**config.mk**
```make
export PLATFORM = sky130hd
export DESIGN_NAME = pips_ctrl
export DESIGN_NICKNAME = d
export VERILOG_FILES = /design/src/hw/rtl/pips_pkg.sv /design/src/hw/rtl/pips_ctrl.sv
export SDC_FILE = /design/constraint.sdc
export NUM_CORES = 1
export LEC_CHECK = 0
export BUFFER_PORTS_ARGS = -buffer_cell sky130_fd_sc_hd__buf_2
export CAP_MARGIN = 20
export CORE_MARGIN = 4
export CORE_UTILIZATION = 55
export CTS_CLUSTER_DIAMETER = 200
export DETAILED_ROUTE_END_ITERATION = 12
export PLACE_DENSITY = 0.81
export SYNTH_ARGS = -nofsm -noshare
export SYNTH_HDL_FRONTEND = slang
export SYNTH_SLANG_ARGS = --single-unit
```
**constraint.sdc**
```tcl
create_clock -name clk -period 5 [get_ports clk]
set_input_delay 0.5 -clock clk [delete_from_list [all_inputs] [get_ports clk]]
set_output_delay 0.5 -clock clk [all_outputs]
set_load 0.03 [all_outputs]
```
**src/hw/rtl/pips_pkg.sv**
```systemverilog
// ----------------------------------------------------------------------------
// pips_pkg
// Shared types, codes and the step decoder of the point-in-primitive filter.
// ----------------------------------------------------------------------------
package pips_pkg;

  typedef struct packed {
    logic               cmd;
    logic [5:0]         shape_index;
    logic [4:0]         word_index;
    logic signed [31:0] word_value;
    logic signed [31:0] point_x;
    logic signed [31:0] point_y;
    logic signed [31:0] point_z;
    logic               point_finite;
    logic               last_point;
  } in_item_t;

  typedef struct packed {
    logic        keep_point;
    logic [19:0] kept_count;
    logic        cloud_done;
  } out_item_t;

  localparam logic CMD_TEST  = 1'b0;
  localparam logic CMD_WRITE = 1'b1;

  localparam logic [1:0] SHAPE_BOX      = 2'd0;
  localparam logic [1:0] SHAPE_SPHERE   = 2'd1;
  localparam logic [1:0] SHAPE_CYLINDER = 2'd2;

  localparam logic [4:0] WORD_TYPE   = 5'd0;
  localparam logic [4:0] WORD_ACTIVE = 5'd1;
  localparam logic [4:0] WORD_RADIUS = 5'd20;
  localparam logic [4:0] WORD_LAST   = 5'd20;

  localparam logic [5:0] STEP_ISSUE_END = 6'd31;
  localparam logic [5:0] STEP_LAST      = 6'd33;

  localparam logic [3:0] OP_NOP  = 4'd0;
  localparam logic [3:0] OP_ACT  = 4'd1;
  localparam logic [3:0] OP_TYPE = 4'd2;
  localparam logic [3:0] OP_RAD  = 4'd3;
  localparam logic [3:0] OP_CEN  = 4'd4;
  localparam logic [3:0] OP_ROT  = 4'd5;
  localparam logic [3:0] OP_TRN  = 4'd6;
  localparam logic [3:0] OP_EXT  = 4'd7;
  localparam logic [3:0] OP_ESQ  = 4'd8;
  localparam logic [3:0] OP_QSQ  = 4'd9;

  localparam logic [1:0] SH_NONE = 2'd0;
  localparam logic [1:0] SH_2F   = 2'd1;
  localparam logic [1:0] SH_33   = 2'd2;
  localparam logic [1:0] SH_64   = 2'd3;

  localparam logic [2:0] DST_NONE = 3'd0;
  localparam logic [2:0] DST_D2   = 3'd1;
  localparam logic [2:0] DST_R2   = 3'd2;
  localparam logic [2:0] DST_Q    = 3'd3;
  localparam logic [2:0] DST_E2   = 3'd4;
  localparam logic [2:0] DST_S01  = 3'd5;
  localparam logic [2:0] DST_S2   = 3'd6;

  typedef struct packed {
    logic [3:0] op;
    logic [4:0] word;
    logic [1:0] idx;
    logic [1:0] sub;
  } micro_t;

  localparam micro_t MICRO_NOP = '{op: OP_NOP, word: WORD_TYPE, idx: 2'd0, sub: 2'd0};

  typedef struct packed {
    logic issue;
    logic clr_acc;
    logic clr_we;
    logic wr_word;
    logic load_pt;
    logic finish;
    logic hit;
  } ctl_cmd_t;

  typedef struct packed {
    logic hit;
    logic out_busy;
  } ctl_status_t;

  function automatic micro_t step_decode(input logic [5:0] step);
    micro_t m;
    m = MICRO_NOP;
    if (step == 6'd0) begin
      m.op = OP_ACT;
      m.word = WORD_ACTIVE;
    end else if (step == 6'd1) begin
      m.op = OP_RAD;
      m.word = WORD_RADIUS;
    end else if (step inside {[6'd2:6'd4]}) begin
      m.op = OP_CEN;
      m.word = 5'(step);
      m.idx = 2'(step - 6'd2);
    end else if (step == 6'd5) begin
      m.op = OP_TYPE;
      m.word = WORD_TYPE;
    end else if (step inside {[6'd6:6'd8]}) begin
      m.op = OP_ROT;
      m.word = 5'(step - 6'd1);
      m.idx = 2'd0;
      m.sub = 2'(step - 6'd6);
    end else if (step inside {[6'd9:6'd11]}) begin
      m.op = OP_ROT;
      m.word = 5'(step - 6'd1);
      m.idx = 2'd1;
      m.sub = 2'(step - 6'd9);
    end else if (step inside {[6'd12:6'd14]}) begin
      m.op = OP_ROT;
      m.word = 5'(step - 6'd1);
      m.idx = 2'd2;
      m.sub = 2'(step - 6'd12);
    end else if (step inside {[6'd15:6'd17]}) begin
      m.op = OP_TRN;
      m.word = 5'(step - 6'd1);
      m.idx = 2'(step - 6'd15);
    end else if (step inside {[6'd18:6'd20]}) begin
      m.op = OP_EXT;
      m.word = 5'(step - 6'd1);
      m.idx = 2'(step - 6'd18);
    end else if (step == 6'd21) begin
      m.op = OP_ESQ;
    end else if (step inside {[6'd22:6'd24]}) begin
      m.op = OP_QSQ;
      m.idx = 2'd0;
      m.sub = 2'(step - 6'd22);
    end else if (step inside {[6'd25:6'd27]}) begin
      m.op = OP_QSQ;
      m.idx = 2'd1;
      m.sub = 2'(step - 6'd25);
    end else if (step inside {[6'd28:6'd30]}) begin
      m.op = OP_QSQ;
      m.idx = 2'd2;
      m.sub = 2'(step - 6'd28);
    end
    return m;
  endfunction

endpackage

```
**src/hw/rtl/pips_ctrl.sv**
```systemverilog
// ----------------------------------------------------------------------------
// pips_ctrl
// Sequencer: table clearing, input handshake, shape walk and result hand-off.
// ----------------------------------------------------------------------------
module pips_ctrl
  import pips_pkg::*;
#(
  parameter int NUM_SHAPES = 64,
  localparam int SW = (NUM_SHAPES > 1) ? $clog2(NUM_SHAPES) : 1
) (
  input  logic          clk,
  input  logic          rst_n,
  input  logic          cfg_we,
  input  logic [6:0]    cfg_wdata,
  input  logic          in_valid,
  input  logic          in_cmd,
  input  logic          in_finite,
  output logic          in_ready,
  input  ctl_status_t   st,
  output ctl_cmd_t      cmd,
  output logic [SW-1:0] shape,
  output logic [5:0]    step
);

  localparam logic [1:0] ST_CLR  = 2'd0;
  localparam logic [1:0] ST_IDLE = 2'd1;
  localparam logic [1:0] ST_RUN  = 2'd2;
  localparam logic [1:0] ST_FIN  = 2'd3;

  logic [1:0]    state_r, state_nxt;
  logic [SW-1:0] shape_r, shape_nxt;
  logic [5:0]    step_r, step_nxt;
  logic          hit_r, hit_nxt;
  logic [6:0]    siu_r;
  logic [10:0]   n_lim;

  assign n_lim = (11'(siu_r) > 11'(NUM_SHAPES)) ? 11'(NUM_SHAPES) : 11'(siu_r);
  assign shape = shape_r;
  assign step  = step_r;

  always_comb begin
    state_nxt = state_r;
    shape_nxt = shape_r;
    step_nxt  = step_r;
    hit_nxt   = hit_r;
    in_ready  = 1'b0;
    cmd       = '0;
    case (state_r)
      ST_CLR: begin
        cmd.clr_we = 1'b1;
        if (11'(shape_r) == 11'(NUM_SHAPES - 1)) begin
          state_nxt = ST_IDLE;
          shape_nxt = '0;
        end else begin
          shape_nxt = shape_r + SW'(1);
        end
      end
      ST_IDLE: begin
        in_ready = 1'b1;
        if (in_valid) begin
          if (in_cmd == CMD_WRITE) begin
            cmd.wr_word = 1'b1;
          end else begin
            cmd.load_pt = 1'b1;
            hit_nxt = 1'b0;
            if (!in_finite || n_lim == 11'd0) begin
              state_nxt = ST_FIN;
            end else begin
              state_nxt = ST_RUN;
              shape_nxt = '0;
              step_nxt = '0;
            end
          end
        end
      end
      ST_RUN: begin
        cmd.issue   = (step_r < STEP_ISSUE_END);
        cmd.clr_acc = (step_r == 6'd0);
        if (step_r == STEP_LAST) begin
          step_nxt = '0;
          if (st.hit) begin
            hit_nxt = 1'b1;
            state_nxt = ST_FIN;
          end else if (11'(shape_r) + 11'd1 == n_lim) begin
            state_nxt = ST_FIN;
          end else begin
            shape_nxt = shape_r + SW'(1);
          end
        end else begin
          step_nxt = step_r + 6'd1;
        end
      end
      ST_FIN: begin
        cmd.hit = hit_r;
        if (!st.out_busy) begin
          cmd.finish = 1'b1;
          state_nxt = ST_IDLE;
        end
      end
      default: begin
        state_nxt = ST_IDLE;
      end
    endcase
  end

  always_ff @(posedge clk) begin
    if (!rst_n) begin
      state_r <= ST_CLR;
      shape_r <= '0;
      step_r  <= '0;
      hit_r   <= 1'b0;
      siu_r   <= '0;
    end else begin
      state_r <= state_nxt;
      shape_r <= shape_nxt;
      step_r  <= step_nxt;
      hit_r   <= hit_nxt;
      if (cfg_we) begin
        siu_r <= cfg_wdata;
      end
    end
  end

  a_run_shape_bound: assert property (@(posedge clk) disable iff (!rst_n)
    (state_r == ST_RUN) |-> (11'(shape_r) < n_lim))
    else $error("shape walk ran past the shapes in use");

  a_test_starts_walk: assert property (@(posedge clk) disable iff (!rst_n)
    (in_valid && in_ready && in_cmd == CMD_TEST && in_finite && n_lim != 11'd0)
    |=> (state_r == ST_RUN && step_r == 6'd0 && shape_r == '0))
    else $error("test transaction did not start a shape walk");

  a_finish_frees_input: assert property (@(posedge clk) disable iff (!rst_n)
    cmd.finish |=> in_ready)
    else $error("input not ready after a result was handed off");

endmodule

```
==> metrics <==
Tightest Hold Check Type in -> reg; share of the synthesized area in the top cell type 29.51%; Root Driver clkbuf_4; Clock transition at path regs 0.12 ns; drt wl/cell 15.07 um; clk_lat worst skew 0.30 ns; num rows 18; crit end category flop; DRT iter0 DRCs 130; post-DP HPWL 2918 um; # Post-CTS Setup Buffers 0; Syn Std Cell Area 1493 sq um; Congestion Overflow GR 0; synth cell count leaders nor2_1, dfxtp_1, nand2_1; H-tree depth 1; FILL cells 228; CTS tree built; Worst-Margin Slew 0.5325 ns; 1st-pass router iterations 4; total power 322.0 uW; VDD IR-drop max 139.3 uV; largest net degree at the start of global routing 13; max_cap viols 0; CTS buffer count 3; worst clock skew 0.001723 ns; GRT Total Usage 22.11%; DIE AREA 3611 sq um; Async S/R FF share, synth 0%; critical path arrival 2.78 ns; final setup violation count 0; Syn Area/Cell 8.112 sq um; Synth Area in Simple Gates 26.91%; register area 440.4 sq um; leakage power 0.0007408 uW; Vias 1479; IO Pins 35; Pwr Density 189.4 nW/um^2; final hold violation count 0; via/cell ratio 6.012; Multi-input gate area 980.9 sq um; largest stage delay on the critical path 0.53 ns; fmax 393.7 MHz; RSZ-0062 raised after global routing false; post-route DRC violation count 0; ranking of synthesized cells by area dfxtp_1, mux2i_1, ha_1; Crit. Startpoint shape[0]$_SDFFE_PN0P_; Worst Path Max Fanout 9; Reg2Reg Depth 7; initial antenna violation count 0; Routability Congestion 0.8655; CTS Buffer Depth 2; Ant. Diodes 0; die width 60.10 um; synth unique cells 45; DP Worst Slack 2.535 ns; Initial Utilization 59.18%; period utilization 50.80%; port bufs 34; largest area contributor in the netlist dfxtp_1; Synth Area in Compound Gates 17.18%; setup total negative slack 0 ns; area post-placement 1678 sq um; CTS resizes 0; Syn-to-layout area delta 13.91%; Crit path required time 5.24 ns; fin crit period 2.540 ns; Final WS setup 2.460 ns; Synth Instances 184; crit path to shape[4]$_SDFFE_PN0P_; R2R Path End shape[4]$_SDFFE_PN0P_; count leader, synth nor2_1; hold buffer count at CTS 0; Clock Sinks 22; critical path type reg -> reg; Worst path slowest cell or4b_1; via count of the first global-routing pass 1352; main combinational cell family by area after synthesis simple AND/OR/NAND/NOR gates; Yosys reg bits 22; cells along the critical path ha_1 -> inv_1 -> or3_4 -> nor4b_1 -> o22ai_1 -> or4b_1 -> a31oi_1; Critical Path Start Type flop; CORE AREA 2522 sq um; Rel. slew slack 64.50%; WL final 3707 um; share of cells above drive strength 1 20.37%; sequential share of the synthesized area 29.51%; area share of fa/ha/maj cells after synthesis 6.706%; EDFF count, synth 0; post-route cell area 1700 sq um; XOR/XNOR share of the synthesized area 6.873%; Final Max Slew Viols 0; main flop type after synthesis dfxtp_1; R2R Setup Slk 2.46 ns; mux share of post-synthesis cell area 8.047%; synth warn 0; Final ANT Viol Nets 0; NumNets Final 241; Synthesized Nets 207; status complete, no violations; reg2reg start shape[0]$_SDFFE_PN0P_; first-pass GRT wire length 6161 um; Die Height 60.10 um
[metrics by stage]
step	hold slack, ns	utilization [%]	instances
floorplan	0.4677	-	184
global placement	0.4860	66.52	243
detailed placement	0.5019	66.52	243
CTS	0.4156	67.41	246
global route	0.4233	67.41	246
finish	0.4220	67.41	246
[routing by layer]
layer	up-vias	global-route usage [%]	wire length, um
met3	6	3.456	273
met1	684	29.60	1593
met2	61	36.57	1792
met5	-	0	0
li1	728	-	-
met4	0	6.013	47
[worst min path at each step]
stage | start | end | slack [ns] | cells after the start
after floorplan | state_r[1]$_SDFFE_PN0P_ | state_r[1]$_SDFFE_PN0P_ | 0.47 | 2
after global placement | hit_r$_SDFFE_PN0P_ | hit_r$_SDFFE_PN0P_ | 0.49 | 2
after detailed placement | hit_r$_SDFFE_PN0P_ | hit_r$_SDFFE_PN0P_ | 0.50 | 2
after CTS | cfg_wdata[1] | siu_r[1]$_SDFFE_PN0P_ | 0.42 | 3
after global routing | cfg_wdata[1] | siu_r[1]$_SDFFE_PN0P_ | 0.42 | 3
final | cfg_wdata[1] | siu_r[1]$_SDFFE_PN0P_ | 0.42 | 3
[area by class of cell]
cell class	instances	area share (%)
inverter	13	2.870
multi-input combinational	144	57.69
tap	30	2.208
sequential	22	25.90
timing repair buffer	34	10.01
clock buffer	3	1.325
[critical path, delay by kind of cell (launching register included)]
| family | cells | cell delay [ns] |
|---|---|---|
| simple gates | 3 | 1.18 |
| buf+inv | 1 | 0.11 |
| fa+ha+maj | 1 | 0.26 |
| compound gates | 2 | 0.42 |
| flops | 1 | 0.50 |
[power breakdown]
group	switching, uW	internal (uW)
Clock	53.4	28.1
Sequential	9.64	181
Combinational	28.5	21.7
[registers in the layout, summed over array words and instances (netlist names)]
signal and count:
state_r 2, siu_r 7, step 6, hit_r 1
shape 6
[kinds of logic after synthesis]
kind of cell,after synthesis
AND/OR/NAND/NOR,78
adder cells (fa/ha/maj),8
buffers and inverters,18
AO/OA/AOI/OAI,36
XOR/XNOR,10
flip-flops,22
multiplexers,12
[cell usage in the layout (no fill, tap or decap), types with 2 or more instances in the layout]
master and n:
nor4b_1 3, buf_2 34, o211ai_1 4, mux2i_1 12, dfxtp_1 22, nand3_1 5, o21ai_0 10, clkbuf_4 3
nand2_1 19, nor4_1 2, o221ai_1 2, xnor2_1 4, inv_1 13, nor2_1 24, nor3_1 3, a21oi_1 6
ha_1 8, or3_1 2, and3_1 5, xor2_1 5, nand4_1 4, o211a_1 2, or4b_1 2
No activity file was read; power rests on OpenSTA's default activity.
